### src/rtl/cmm_pkg.sv
// cmm_pkg: shared types, constants and helpers for the channel mask manager
// depends on nothing; imported by cmm_band_unit, channel_mask_manager and the testbench
`timescale 1ns / 1ps

package cmm_pkg;

   // subbands in the band plan (numbered 0 to 7)
   localparam int SUBBANDS = 8;

   localparam logic [7:0] NUM_CHANNELS   = 8'd72;
   localparam logic [6:0] NARROW_RESET   = 7'd64;
   localparam logic [3:0] WIDE_RESET     = 4'd8;
   localparam logic [7:0] BAND_LIMIT     = 8'(SUBBANDS);
   localparam logic [2:0] LAST_BAND      = 3'(SUBBANDS - 1);

   // action codes
   localparam logic [2:0] ACT_ENABLE_CH  = 3'd0;
   localparam logic [2:0] ACT_DISABLE_CH = 3'd1;
   localparam logic [2:0] ACT_ENABLE_SB  = 3'd2;
   localparam logic [2:0] ACT_DISABLE_SB = 3'd3;
   localparam logic [2:0] ACT_SELECT_SB  = 3'd4;

   // one step of the shared band unit
   typedef struct packed {
      logic       en;
      logic [7:0] nmask;
      logic [7:0] wmask;
   } step_cmd_type;

   typedef struct packed {
      logic [7:0] new_byte;
      logic [7:0] new_wide;
      logic       changed;
      logic [6:0] narrow_next;
      logic [3:0] wide_next;
   } step_res_type;

   function automatic logic [3:0] popcount8(input logic [7:0] v);
      logic [3:0] n;
      n = 4'd0;
      for (int i = 0; i < 8; i++) begin
         n = n + 4'(v[i]);
      end
      return n;
   endfunction

endpackage

### src/rtl/cmm_band_unit.sv
// cmm_band_unit: shared update unit, applies one enable/disable step to one
// mask byte and the 500 kHz bits and adjusts both counts; uses cmm_pkg
`timescale 1ns / 1ps

module cmm_band_unit import cmm_pkg::*; (
   input  step_cmd_type cmd,
   input  logic [7:0]   old_byte,
   input  logic [7:0]   old_wide,
   input  logic [6:0]   narrow_count,
   input  logic [3:0]   wide_count,
   output step_res_type res
);

   logic [7:0] flip_n;
   logic [7:0] flip_w;
   logic [3:0] pc_n;
   logic [3:0] pc_w;

   // bits that actually toggle
   assign flip_n = cmd.en ? (cmd.nmask & ~old_byte) : (cmd.nmask & old_byte);
   assign flip_w = cmd.en ? (cmd.wmask & ~old_wide) : (cmd.wmask & old_wide);
   assign pc_n   = popcount8(flip_n);
   assign pc_w   = popcount8(flip_w);

   always_comb begin
      res.new_byte    = old_byte ^ flip_n;
      res.new_wide    = old_wide ^ flip_w;
      res.changed     = (|flip_n) | (|flip_w);
      res.narrow_next = cmd.en ? (narrow_count + 7'(pc_n)) : (narrow_count - 7'(pc_n));
      res.wide_next   = cmd.en ? (wide_count + pc_w) : (wide_count - pc_w);
   end

endmodule

### src/rtl/channel_mask_manager.sv
// channel_mask_manager: top level, 72-channel uplink enable mask with counts
// depends on cmm_pkg and cmm_band_unit
`timescale 1ns / 1ps

// usage
// - request channel (req_*): one transaction names an action and a target
//   (channel number, or subband number); accepted when req_valid and req_ready
// - response channel (rsp_*): one transaction per request with the changed
//   flag, the bad band flag and the enabled channel counts after the action
// - the block handles one request at a time; req_ready is high only while idle
// - band-unit steps from request to response valid:
//     channel action, enable or disable subband: one step
//     select subband: one step per subband
//     ignored channel, bad band or unknown action: none, straight to the response
//   each step runs one byte of the mask through the shared band unit
// - after the response is taken the block returns to idle, and only there
//   does it accept the next request
// - a stalled response (rsp_ready low) simply holds; no new request is taken
//   until the response is delivered
// - reset enables every channel: counts read 64 narrow and 8 wide, no
//   response pending, block ready in the first cycle after reset

module channel_mask_manager import cmm_pkg::*; (
   input  logic       clock,
   input  logic       reset,
   input  logic       req_valid,
   output logic       req_ready,
   input  logic [2:0] req_action,
   input  logic [7:0] req_target,
   output logic       rsp_valid,
   input  logic       rsp_ready,
   output logic       rsp_changed,
   output logic       rsp_bad_band,
   output logic [6:0] rsp_count_narrow,
   output logic [3:0] rsp_count_wide
);

   typedef enum logic [1:0] {ST_IDLE, ST_RUN, ST_DONE} state_type;

   state_type    state_ff, state_in;
   logic         en_ff, en_in;
   logic         select_ff, select_in;
   logic [2:0]   band_ff, band_in;
   logic [2:0]   sel_band_ff, sel_band_in;
   logic [7:0]   nmask_ff, nmask_in;
   logic [7:0]   wmask_ff, wmask_in;
   logic         changed_ff, changed_in;
   logic         bad_ff, bad_in;
   logic [7:0]   narrow_mask_ff [8];
   logic [7:0]   narrow_mask_in [8];
   logic [7:0]   wide_mask_ff, wide_mask_in;
   logic [6:0]   narrow_count_ff, narrow_count_in;
   logic [3:0]   wide_count_ff, wide_count_in;

   step_cmd_type cmd;
   step_res_type res;

   // the step command comes straight from the sequencer registers
   always_comb begin
      cmd.en    = select_ff ? (band_ff == sel_band_ff) : en_ff;
      cmd.nmask = nmask_ff;
      cmd.wmask = select_ff ? (8'd1 << band_ff) : wmask_ff;
   end

   cmm_band_unit u_band (
      .cmd          (cmd),
      .old_byte     (narrow_mask_ff[band_ff]),
      .old_wide     (wide_mask_ff),
      .narrow_count (narrow_count_ff),
      .wide_count   (wide_count_ff),
      .res          (res)
   );

   always_comb begin
      state_in        = state_ff;
      en_in           = en_ff;
      select_in       = select_ff;
      band_in         = band_ff;
      sel_band_in     = sel_band_ff;
      nmask_in        = nmask_ff;
      wmask_in        = wmask_ff;
      changed_in      = changed_ff;
      bad_in          = bad_ff;
      narrow_mask_in  = narrow_mask_ff;
      wide_mask_in    = wide_mask_ff;
      narrow_count_in = narrow_count_ff;
      wide_count_in   = wide_count_ff;

      case (state_ff)
         ST_IDLE: begin
            if (req_valid) begin
               changed_in  = 1'b0;
               bad_in      = 1'b0;
               select_in   = 1'b0;
               sel_band_in = req_target[2:0];
               band_in     = 3'd0;
               nmask_in    = 8'd0;
               wmask_in    = 8'd0;
               case (req_action)
                  ACT_ENABLE_CH, ACT_DISABLE_CH: begin
                     en_in = (req_action == ACT_ENABLE_CH);
                     if (req_target[7:6] == 2'b00) begin
                        // 125 kHz channel: one bit of one byte
                        band_in  = req_target[5:3];
                        nmask_in = 8'd1 << req_target[2:0];
                        state_in = ST_RUN;
                     end else if (req_target < NUM_CHANNELS) begin
                        // 500 kHz channel
                        wmask_in = 8'd1 << req_target[2:0];
                        state_in = ST_RUN;
                     end else begin
                        // channel out of range, ignored
                        state_in = ST_DONE;
                     end
                  end
                  ACT_ENABLE_SB, ACT_DISABLE_SB, ACT_SELECT_SB: begin
                     en_in = (req_action == ACT_ENABLE_SB);
                     if (req_target >= BAND_LIMIT) begin
                        bad_in   = 1'b1;
                        state_in = ST_DONE;
                     end else begin
                        nmask_in  = 8'hFF;
                        wmask_in  = 8'd1 << req_target[2:0];
                        select_in = (req_action == ACT_SELECT_SB);
                        band_in   = (req_action == ACT_SELECT_SB) ? 3'd0 : req_target[2:0];
                        state_in  = ST_RUN;
                     end
                  end
                  default: begin
                     // unknown action, ignored
                     state_in = ST_DONE;
                  end
               endcase
            end
         end
         ST_RUN: begin
            // commit one band-unit step
            narrow_mask_in[band_ff] = res.new_byte;
            wide_mask_in            = res.new_wide;
            narrow_count_in         = res.narrow_next;
            wide_count_in           = res.wide_next;
            changed_in              = changed_ff | res.changed;
            if (select_ff && (band_ff != LAST_BAND)) begin
               band_in = band_ff + 3'd1;
            end else begin
               state_in = ST_DONE;
            end
         end
         ST_DONE: begin
            if (rsp_ready) begin
               state_in = ST_IDLE;
            end
         end
         default: begin
            state_in = ST_IDLE;
         end
      endcase
   end

   always_ff @(posedge clock) begin
      if (reset) begin
         state_ff        <= ST_IDLE;
         narrow_mask_ff  <= '{default: 8'hFF};
         wide_mask_ff    <= 8'hFF;
         narrow_count_ff <= NARROW_RESET;
         wide_count_ff   <= WIDE_RESET;
      end else begin
         state_ff        <= state_in;
         narrow_mask_ff  <= narrow_mask_in;
         wide_mask_ff    <= wide_mask_in;
         narrow_count_ff <= narrow_count_in;
         wide_count_ff   <= wide_count_in;
      end
      // sequencer payload, no reset needed
      en_ff       <= en_in;
      select_ff   <= select_in;
      band_ff     <= band_in;
      sel_band_ff <= sel_band_in;
      nmask_ff    <= nmask_in;
      wmask_ff    <= wmask_in;
      changed_ff  <= changed_in;
      bad_ff      <= bad_in;
   end

   assign req_ready        = (state_ff == ST_IDLE);
   assign rsp_valid        = (state_ff == ST_DONE);
   assign rsp_changed      = changed_ff;
   assign rsp_bad_band     = bad_ff;
   assign rsp_count_narrow = narrow_count_ff;
   assign rsp_count_wide   = wide_count_ff;

   // population of the narrow mask, checked against the running count
   logic [6:0] narrow_pop;
   always_comb begin
      narrow_pop = 7'd0;
      for (int i = 0; i < 8; i++) begin
         narrow_pop = narrow_pop + 7'(popcount8(narrow_mask_ff[i]));
      end
   end

   // running counts track the mask
   a_counts_match: assert property (@(posedge clock) disable iff (reset)
      (narrow_count_ff == narrow_pop) && (wide_count_ff == popcount8(wide_mask_ff)))
      else $error("channel counts disagree with the enable mask");

   // wide mask and narrow count only move while a step is running
   a_mask_quiet: assert property (@(posedge clock) disable iff (reset)
      (state_ff != ST_RUN) |=> ($stable(wide_mask_ff) && $stable(narrow_count_ff)))
      else $error("mask changed outside a running step");

   // bad band goes straight to the response with nothing changed
   a_bad_band: assert property (@(posedge clock) disable iff (reset)
      (req_valid && req_ready && (req_target >= BAND_LIMIT) &&
       ((req_action == ACT_ENABLE_SB) || (req_action == ACT_DISABLE_SB) ||
        (req_action == ACT_SELECT_SB)))
      |=> (rsp_valid && rsp_bad_band && !rsp_changed))
      else $error("bad band transaction not flagged");

   // a non-final select step keeps the sequencer running
   a_select_runs: assert property (@(posedge clock) disable iff (reset)
      ((state_ff == ST_RUN) && select_ff && (band_ff != LAST_BAND))
      |=> ((state_ff == ST_RUN) && (band_ff == $past(band_ff) + 3'd1)))
      else $error("select sequence ended early");

endmodule

### config.mk
export PLATFORM = sky130hd
export DESIGN_NAME = channel_mask_manager
export DESIGN_NICKNAME = d
export VERILOG_FILES = /design/src/rtl/cmm_pkg.sv /design/src/rtl/cmm_band_unit.sv /design/src/rtl/channel_mask_manager.sv
export SDC_FILE = /design/constraint.sdc
export NUM_CORES = 1
export LEC_CHECK = 0
export BUFFER_PORTS_ARGS = -buffer_cell sky130_fd_sc_hd__buf_2
export CORE_ASPECT_RATIO = 1.1
export CORE_MARGIN = 3
export CORE_UTILIZATION = 64
export CTS_BUF_LIST = sky130_fd_sc_hd__clkbuf_8
export DETAILED_ROUTE_END_ITERATION = 7
export PLACE_DENSITY_LB_ADDON = 0.25
export SETUP_SLACK_MARGIN = 0.3
export SLEW_MARGIN = 5
export SYNTH_ARGS = -nofsm -noshare
export SYNTH_HDL_FRONTEND = slang
export SYNTH_SLANG_ARGS = --single-unit
### constraint.sdc
create_clock -name clock -period 6.6 [get_ports clock]
set_input_delay 0.33 -clock clock [delete_from_list [all_inputs] [get_ports clock]]
set_output_delay 0.33 -clock clock [all_outputs]
set_load 0.02 [all_outputs]
==> impl_metrics.csv, run 1 <==
group,metric,value,unit
synth,avgSynthCellArea,9.85,um^2
die,num_rows,36,
clocking,cts_root_buf,"clkbuf_8",
cells_and_area,n_fill_cell,671,
die,start_util,67.0,%
cells_and_area,area_growth,7.77,%
clocking,cts_made_buffers,9,
cells_and_area,final_common_cell,"nand2_1",
clocking,cts_setup_buffers,0,
synth,ys_warn_count,0,
timing,fin_skew,0.0150,ns
synth,synth_area_leaders,"dfxtp_1, edfxtp_1, o211ai_1",
timing,worstMarginPinSlew,0.802,ns
die,core,0.00901,mm^2
die,die_w,98.6,um
synth,synth_edf_count,26,
clocking,cts_max_path_buffers,2,
critical_path,critPathRequiredTime,6.87,ns
clocking,path_clk_slew,0.11,ns
global_route,antenna_found_initial,0,
critical_path,critPathKind,"reg2reg",
timing,clock.fmax,173,MHz
cells_and_area,layout-drive-gt1-share,15.4,%
clocking,cts_max_level,3,
power,p_leak,0.00279,uW
global_route,grt_first_pass_wirelength,22000,um
synth,syn-num-nets,664,
cells_and_area,seq_area,0.00248,mm^2
place,portBuffers,29,
drt,final_antenna_net_count,0,
hold_path,hp-class,"in2reg",
synth,yosysTopAreaCell,"dfxtp_1",
timing,fin_hold_ws,0.183,ns
drt,vias,4653,
synth,synthFlopType,"dfxtp_1",
cells_and_area,final_cell_mix,"nand2_1, dfxtp_1, o211ai_1",
power,power_density,224,mW/mm^2
critical_path,start_kind,"flip-flop",
timing,finalMaxSlewViolations,0,
die,die_area,0.0106,mm^2
timing,period_share,87.7,%
timing,finalHoldViolations,0,
global_route,grtUsageTotal,25.9,%
drt,via_per_inst,6.20,
synth,synth_cell_type_count,55,
drt,postRouteWirelength,13000,um
cells_and_area,multi_input_area,0.00329,mm^2
synth,syn_inst,613,
timing,fin_crit,5.79,ns
timing,rsz0062_at_grt,"false",
die,dieHeight,108,um
cells_and_area,final_nets,682,
drt,first_pass_iters,5,
drt,route.detailed.drc,0,
clocking,clock_latency,0.39,ns
clocking,cts_hold_buffers,0,
critical_path,crit_fanout,11,
critical_path,cp-end-kind,"flip-flop",
place,gp_congestion,0.824,
cells_and_area,n_antenna_cell,0,
global_route,overflow,0,
drt,avgRoutedWirePerCell,17.3,um
synth,yosysTopAreaCellShare,28.2,%
critical_path,cp.arrival,6.06,ns
timing,slew_headroom,46.5,%
synth,synth.ff_latch_count,111,
timing,finalSetupTns,0,ns
synth,yosysSeqAreaShare,41.1,%
clocking,cts-resized-gates,0,
power,peakVddDrop,0.134,mV
run,max_cap_viol_count,0,
die,top_level_ports,30,
synth,synthArstFlopShare,0,%
global_route,grt_pass1_vias,4587,
synth,syn_area,0.00604,mm^2
clocking,clock-sinks,111,
timing,setup_violations,0,
clocking,tritoncts,"yes",
status,status,"finished clean",
global_route,grt_max_degree,67,
drt,drt-initial-drc-count,334,
place,hpwl,9130,um
-- path summary, 6_finish.rpt --
path              depth (start not counted)  slack [ns]                 from             endpoint
setup / recovery                         20        0.81           band_ff[1]  rsp_count_narrow[6]
hold / removal                            1        0.18        req_target[2]       sel_band_ff[2]
setup reg to reg                         20        0.81           band_ff[1]  rsp_count_narrow[6]
hold reg to reg                           2        0.48  rsp_count_narrow[0]  rsp_count_narrow[0]
-- critical path, stage by stage, from the launching register on --
cell and delay (ns):
edfxtp_1 0.68, mux4_2 0.39, mux2i_1 0.24, xnor2_1 0.09, and2_1 0.18, ha_1 0.29, inv_1 0.07, fa_1 0.44
fa_1 0.51, fa_1 0.44, fa_1 0.49, ha_1 0.30, nor2_1 0.10, a21oi_1 0.08, fa_1 0.44, a21o_1 0.19
a21oi_1 0.23, o21bai_1 0.09, a21oi_1 0.17, a21boi_1 0.19, a211oi_1 0.05
-- Yosys cell counts, types with 2 or more instances --
cell and instances:
nor2_1 30, a21oi_1 23, mux2i_1 2, fa_1 10, ha_1 26, dfxtp_1 85, edfxtp_1 26, o211ai_1 67
nor4_1 2, o22ai_1 2, and3_1 4, a221oi_1 3, xnor2_1 29, mux2_2 7, nand2b_1 10, a211oi_1 4
o21a_1 4, o311ai_1 6, a21o_1 4, or2_1 2, o21bai_1 2, clkbuf_1 22, xor2_1 3, o21ai_1 7
o22a_1 2, buf_4 2, buf_2 5, inv_2 5, inv_1 22, nor2b_1 10, nor3_1 5, a21oi_2 3
mux4_2 16, mux2i_4 6, buf_1 4, nand4_1 2, o21ai_0 15, nand2_1 110, o31ai_1 3, nand3_1 8
-- per-stage QoR --
| stage | area, um^2 | utilization, % | power (uW) | std cells | worst slack [ns] |
|---|---|---|---|---|---|
| global route | 6510 | 72.2 | 1520 | 750 | 0.524 |
| detailed placement | 6240 | 69.2 | 998 | 731 | 0.502 |
| finish | 6510 | 72.2 | 1460 | 750 | 0.811 |
| floorplan | 6040 | - | 942 | 613 | 0.835 |
| global placement | 6240 | 69.2 | 989 | 731 | 0.576 |
| CTS | 6470 | 71.8 | 1460 | 747 | 0.475 |
-- metal layers --
layer | share of wire, % | GRT usage, % | vias to the layer above
met3 | 5.2 | 3.43 | 19
met5 | 0 | 0 | -
met1 | 43 | 33.2 | 2256
li1 | - | - | 2233
met2 | 50 | 44.6 | 145
met4 | 1.7 | 10.0 | 0
-- kinds of logic after synthesis --
logic type | share of synthesized area [%]
simple gates | 13.1
compound gates | 17.7
mux | 9.84
flops | 41.1
xor+xnor | 4.91
buf+inv | 4.45
fa+ha+maj | 8.87
-- layout make-up --
cell class                 count  share of cell area (%)
sequential                   111                    38.1
clock inverter                 7                    1.71
tap                          114                    2.19
clock buffer                   9                    1.90
timing repair buffer          42                    3.92
multi-input combinational    439                    50.5
inverter                      28                    1.62
-- power breakdown --
part	total, uW	leakage (uW)	internal, uW	switching [uW]
registers	717	0.000950	707	10.3
logic	269	0.00172	114	155
clock network	472	0.000119	223	250
total	1460	0.00279	1040	415
-- sequential cells by signal, indices dropped and copies added, names as in the netlist, 2 cells and up, named ones only --
| signal | count |
|---|---|
| wmask_ff | 8 |
| narrow_mask_ff | 64 |
| band_ff | 3 |
| nmask_ff | 8 |
| rsp_count_wide | 4 |
| sel_band_ff | 3 |
| state_ff | 2 |
| rsp_count_narrow | 7 |
(Power assumes the default switching activity.)
==> inputs of run 2 (changes only) <==
clock period = 6.4 ns   (was 6.6 ns; I/O delays follow)
==> run 2 against run 1 <==
Effect of this change:
- fmax shrank 0.36%
- worst setup slack got worse by 0.22 ns
- first-iteration DRC count did not move
- critical path type unchanged
- non-clock buffer count did not move
- clock skew rose by 0.0025 ns
- largest power group unchanged
- via count rose by 0.19%
- combinational power grew 5%
- highest routed layer unchanged
- routed wire length is 4.4% higher
- largest cell class unchanged
- cell count unchanged
- clock-buffer cell count is 1 higher
- global-route usage is 0.83 points higher
- critical endpoint unchanged
- worst hold slack better by 0.0080 ns
==> impl_metrics.csv, run 2 (synthesized netlist as in run 1, its figures left out) <==
group,metric,value,unit
clocking,cts_made_buffers,9,
timing,fin_ws,0.590,ns
global_route,grt-busiest-layer,"met2",
drt,final_antenna_net_count,0,
status,status,"finished clean",
clocking,cts_root_buf,"clkbuf_8",
global_route,grt_first_pass_wirelength,22500,um
timing,worstMarginPinSlew,0.849,ns
cells_and_area,area_growth,7.63,%
cells_and_area,final_nets,682,
clocking,cts_max_path_buffers,2,
cells_and_area,largest_reg_flops,64,
place,portBuffers,29,
place,gp_congestion,0.924,
clocking,path_clk_slew,0.11,ns
drt,first_pass_iters,5,
timing,setup_violations,0,
critical_path,slowest_stage,"fa_1",
critical_path,start_kind,"flip-flop",
die,num_rows,36,
global_route,overflow,0,
cells_and_area,layout-drive-gt1-share,15.7,%
cells_and_area,regMostFlops,"narrow_mask_ff",
clocking,clock_latency,0.39,ns
timing,finalSetupTns,0,ns
clocking,clock-sinks,111,
clocking,cts_max_level,3,
timing,period_share,90.8,%
critical_path,critPathRequiredTime,6.67,ns
die,dieHeight,108,um
critical_path,crit_fanout,3,
die,die_w,98.6,um
critical_path,path_cells,"buf_4 > mux4_2 > mux2i_2 > xnor2_1 > and2_1 > ha_1 > inv_1 > fa_1 > fa_1 > fa_1 > fa_1 > ha_1 > nor2_1 > a21oi_1 > fa_1 > a21o_1 > a21oi_2 > o21bai_1 > a21oi_1 > a21boi_1 > a211oi_1",
critical_path,critPathKind,"reg2reg",
timing,fin_crit,5.81,ns
cells_and_area,n_antenna_cell,0,
cells_and_area,reg_top3,"narrow_mask_ff: 64 flops, nmask_ff: 8 flops, wmask_ff: 8 flops",
power,peakVddDrop,0.141,mV
drt,drt-initial-drc-count,334,
power,power_density,231,mW/mm^2
timing,clock.fmax,172,MHz
cells_and_area,final_cell_mix,"nand2_1, dfxtp_1, o211ai_1",
drt,vias,4662,
clocking,cts_hold_buffers,0,
global_route,grt_max_degree,66,
place,hpwl,9430,um
power,p_leak,0.00279,uW
critical_path,cp.arrival,6.08,ns
hold_path,hp-class,"in2reg",
timing,fin_skew,0.0175,ns
place,dp_slack,0.323,ns
drt,route.detailed.drc,0,
global_route,grtUsageTotal,26.8,%
critical_path,critPathMaxStageDelay,0.52,ns
global_route,grtUsageMet3,4.08,%
drt,via_per_inst,6.22,
timing,slew_headroom,43.3,%
global_route,antenna_found_initial,0,
drt,avgRoutedWirePerCell,18.1,um
timing,finalHoldViolations,0,
global_route,grt_util_met2,46.9,%
die,top_level_ports,30,
drt,postRouteWirelength,13600,um
run,max_cap_viol_count,0,
global_route,grt_pass1_vias,4686,
die,die_area,0.0106,mm^2
clocking,tritoncts,"yes",
timing,finalMaxSlewViolations,0,
critical_path,crit_family,"adder cells",
critical_path,cpMostUsedCell,"fa_1",
die,core,0.00901,mm^2
global_route,gr-usage-met1,33.2,%
die,start_util,67.0,%
timing,rsz0062_at_grt,"false",
critical_path,cp-end-kind,"flip-flop",
cells_and_area,final_common_cell,"nand2_1",
cells_and_area,fin_util,72.1,%
critical_path,cp.buffers_inverters,2,
run 2: changes by cell type in the layout (fill, tap and decap cells not counted), sizes merged:
cell and change:
clkbuf +1, clkinv -1
run 2: routing by layer:
metal,part of all wire [%],routed length [um]
met1,42,5750
met2,50,6830
met3,4.6,627
met4,2.6,352
met5,0,0
run 2: area by class of cell:
| cell class | instances | area (um^2) |
|---|---|---|
| clock buffer | 10 | 138 |
| clock inverter | 6 | 90.1 |
| fill | 662 | 2510 |
| inverter | 28 | 105 |
| multi-input combinational | 439 | 3300 |
| sequential | 111 | 2480 |
| tap | 114 | 143 |
| timing repair buffer | 42 | 243 |
run 2: final timing paths:
path                            cells after the start                 from             endpoint  slack (ns)
worst min register to register                      2  rsp_count_narrow[4]  rsp_count_narrow[4]        0.48
worst min-delay path                                1        req_target[2]       sel_band_ff[2]        0.19
worst max register to register                     21           band_ff[0]  rsp_count_narrow[6]        0.59
worst max-delay path                               21           band_ff[0]  rsp_count_narrow[6]        0.59
run 2: metrics by stage:
stage          std cells  power (uW)  cell area, um^2  hold WS (ns)
2_1_floorplan        613         972             6040         0.419
3_3_place_gp         731        1020             6240         0.459
3_5_place_dp         731        1030             6240         0.467
4_1_cts              750        1500             6490         0.178
5_1_grt              750        1570             6500         0.187
6_report             750        1500             6500         0.191
run 2: repair_timing:
item,CTS,global route
hold endpoints to repair,0,0
endpoints found under the setup margin,1,2
buffers inserted,3,0
resized for setup,0,3
run 2: report_power, final:
part,internal [uW],switching [uW]
logic,118,165
registers,729,8.88
clock network,235,248
total,1080,422
==> inputs of run 3 (changes only) <==
CAP_MARGIN = 30   (was not set)
CORE_MARGIN = 4   (was 3)
==> run 3 against run 2 <==
Effect of this change:
- flip-flop and latch count unchanged
- sequential share of layout area down 0.059 points
- combinational power rose by 2%
- worst hold slack worse by 0.0050 ns
- die area up 3.9%
- critical path depth unchanged
- global-route usage decreased by 1.9 points
- fmax about the same
- non-clock buffer count grew 4
- clock-buffer cell count unchanged
- clock skew shrank 0.0076 ns
- clock power decreased by 9.3%
- largest cell class unchanged
- largest power group unchanged
- highest routed layer unchanged
==> impl_metrics.csv, run 3 (synthesized netlist as in run 1, its figures left out) <==
group,metric,value,unit
cells_and_area,largest_reg_flops,64,
place,hpwl,8920,um
critical_path,cpMostUsedCell,"fa_1",
cells_and_area,n_antenna_cell,0,
clocking,cts_made_buffers,9,
critical_path,reg2reg_setup_slack,0.59,ns
global_route,grt_max_degree,67,
clocking,tritoncts,"yes",
critical_path,crit_fanout,4,
timing,finalSetupTns,0,ns
hold_path,hold_depth,1,
critical_path,start_kind,"flip-flop",
clocking,cts_max_level,3,
die,top_level_ports,30,
global_route,antenna_found_initial,0,
critical_path,cp.arrival,6.07,ns
die,start_util,66.7,%
timing,clock.fmax,172,MHz
status,status,"finished clean",
drt,drt-initial-drc-count,354,
die,dieHeight,110,um
critical_path,critPathKind,"reg2reg",
cells_and_area,layout-drive-gt1-share,16.4,%
timing,fin_crit,5.81,ns
hold_path,hp-class,"in2reg",
place,gp_congestion,0.912,
critical_path,reg2reg_from,"band_ff[0]",
hold_path,hp-start,"req_target[2]",
drt,first_pass_iters,6,
global_route,overflow,0,
clocking,clock-sinks,111,
power,combPwrFrac,19.7,%
clocking,clock_latency,0.38,ns
clocking,cts_root_buf,"clkbuf_8",
power,peakVddDrop,0.142,mV
timing,fin_hold_ws,0.186,ns
critical_path,critPathMaxStageDelay,0.52,ns
drt,postRouteWirelength,12900,um
cells_and_area,fin_util,71.9,%
cells_and_area,reg_top3,"narrow_mask_ff: 64 flops, nmask_ff: 8 flops, wmask_ff: 8 flops",
timing,rsz0062_at_grt,"false",
critical_path,r2r_cells,21,
critical_path,critPathLaunch,"band_ff[0]",
drt,via_per_inst,6.17,
global_route,grt_first_pass_wirelength,21600,um
global_route,grt_pass1_vias,4474,
place,dp_cells,732,
power,p_int,1040,uW
die,num_rows,36,
timing,finalMaxSlewViolations,0,
drt,route.detailed.drc,0,
power,seqPwrFrac,50.4,%
drt,avgRoutedWirePerCell,17.1,um
timing,setup_violations,0,
timing,fin_skew,0.00993,ns
power,p_leak,0.00279,uW
cells_and_area,regMostFlops,"narrow_mask_ff",
power,switching_power,419,uW
power,p_sw_share,28.6,%
clocking,cts_hold_buffers,0,
timing,worstMarginPinSlew,0.859,ns
critical_path,slowest_stage,"mux4_2",
critical_path,cp-end-kind,"flip-flop",
die,core,0.00905,mm^2
critical_path,path_cells,"buf_4 > mux4_2 > mux2i_2 > xnor2_1 > and2_1 > ha_1 > inv_1 > fa_1 > fa_1 > fa_1 > fa_1 > ha_1 > nor2_1 > a21oi_1 > fa_1 > a21o_1 > a21oi_2 > o21bai_1 > a21oi_2 > a21boi_1 > a211oi_1",
cells_and_area,final_common_cell,"nand2_1",
cells_and_area,area_growth,7.79,%
die,die_w,101,um
run,max_cap_viol_count,0,
timing,slew_headroom,42.2,%
timing,finalHoldViolations,0,
critical_path,critPathRequiredTime,6.66,ns
drt,final_antenna_net_count,0,
clocking,path_clk_slew,0.11,ns
drt,vias,4645,
place,portBuffers,29,
cells_and_area,final_cell_mix,"nand2_1, dfxtp_1, o211ai_1",
power,power_density,225,mW/mm^2
timing,period_share,90.8,%
power,clkPwrFrac,29.9,%
die,die_area,0.0111,mm^2
global_route,grtUsageTotal,24.8,%
cells_and_area,final_nets,686,
clocking,cts_max_path_buffers,2,
cells_and_area,fin_cells,753,
[run 3: power groups by stage]
stage	Clock (uW)	Sequential, uW	Combinational (uW)
6_report	437	737	289
5_1_grt	473	738	322
4_1_cts	444	738	284
3_5_place_dp	0	755	280
3_3_place_gp	0	754	266
2_1_floorplan	0	752	219
[run 3: timing repair]
action | 4_1_cts | 5_1_grt
buffers inserted | 4 | 2
gates resized for setup | 0 | 4
endpoints found under the setup margin | 1 | 2
[run 3: worst paths after layout]
kind | end
worst min register to register | rsp_count_wide[0]
worst max register to register | rsp_count_narrow[6]
worst min-delay path | sel_band_ff[2]
worst max-delay path | rsp_count_narrow[6]
[run 3: area by class of cell]
cell class | count | area, um^2
clock buffers | 10 | 138
flip-flops and latches | 111 | 2480
well taps | 114 | 143
repair buffers | 46 | 273
inverters | 28 | 105
fillers | 669 | 2540
clock inverters | 5 | 66.3
multi-input cells | 439 | 3300
[run 3: metal layers]
metal	track usage, %	vias to the layer above	routed length [um]
met5	0	-	0
met4	10.4	0	298
met3	3.43	25	737
met2	41.6	154	6370
met1	32.3	2218	5510
li1	-	2248	-
[run 3: critical path: cells and delay by family, from the launching register on]
| family | cells | cell delay, ns |
|---|---|---|
| adder cells (fa/ha/maj) | 7 | 2.96 |
| buffers and inverters | 2 | 0.23 |
| AND/OR/NAND/NOR | 2 | 0.30 |
| XOR/XNOR | 1 | 0.08 |
| AO/OA/AOI/OAI | 7 | 0.93 |
| flip-flops | 1 | 0.45 |
| multiplexers | 2 | 0.74 |
[run 3: per-stage QoR]
step                      area [um^2]  setup WS (ns)  total power (uW)
after floorplan                  6040          0.635               972
after global placement           6240          0.477              1020
after detailed placement         6240          0.279              1030
after CTS                        6480          0.495              1470
after global routing             6510          0.270              1530
final                            6510          0.587              1460
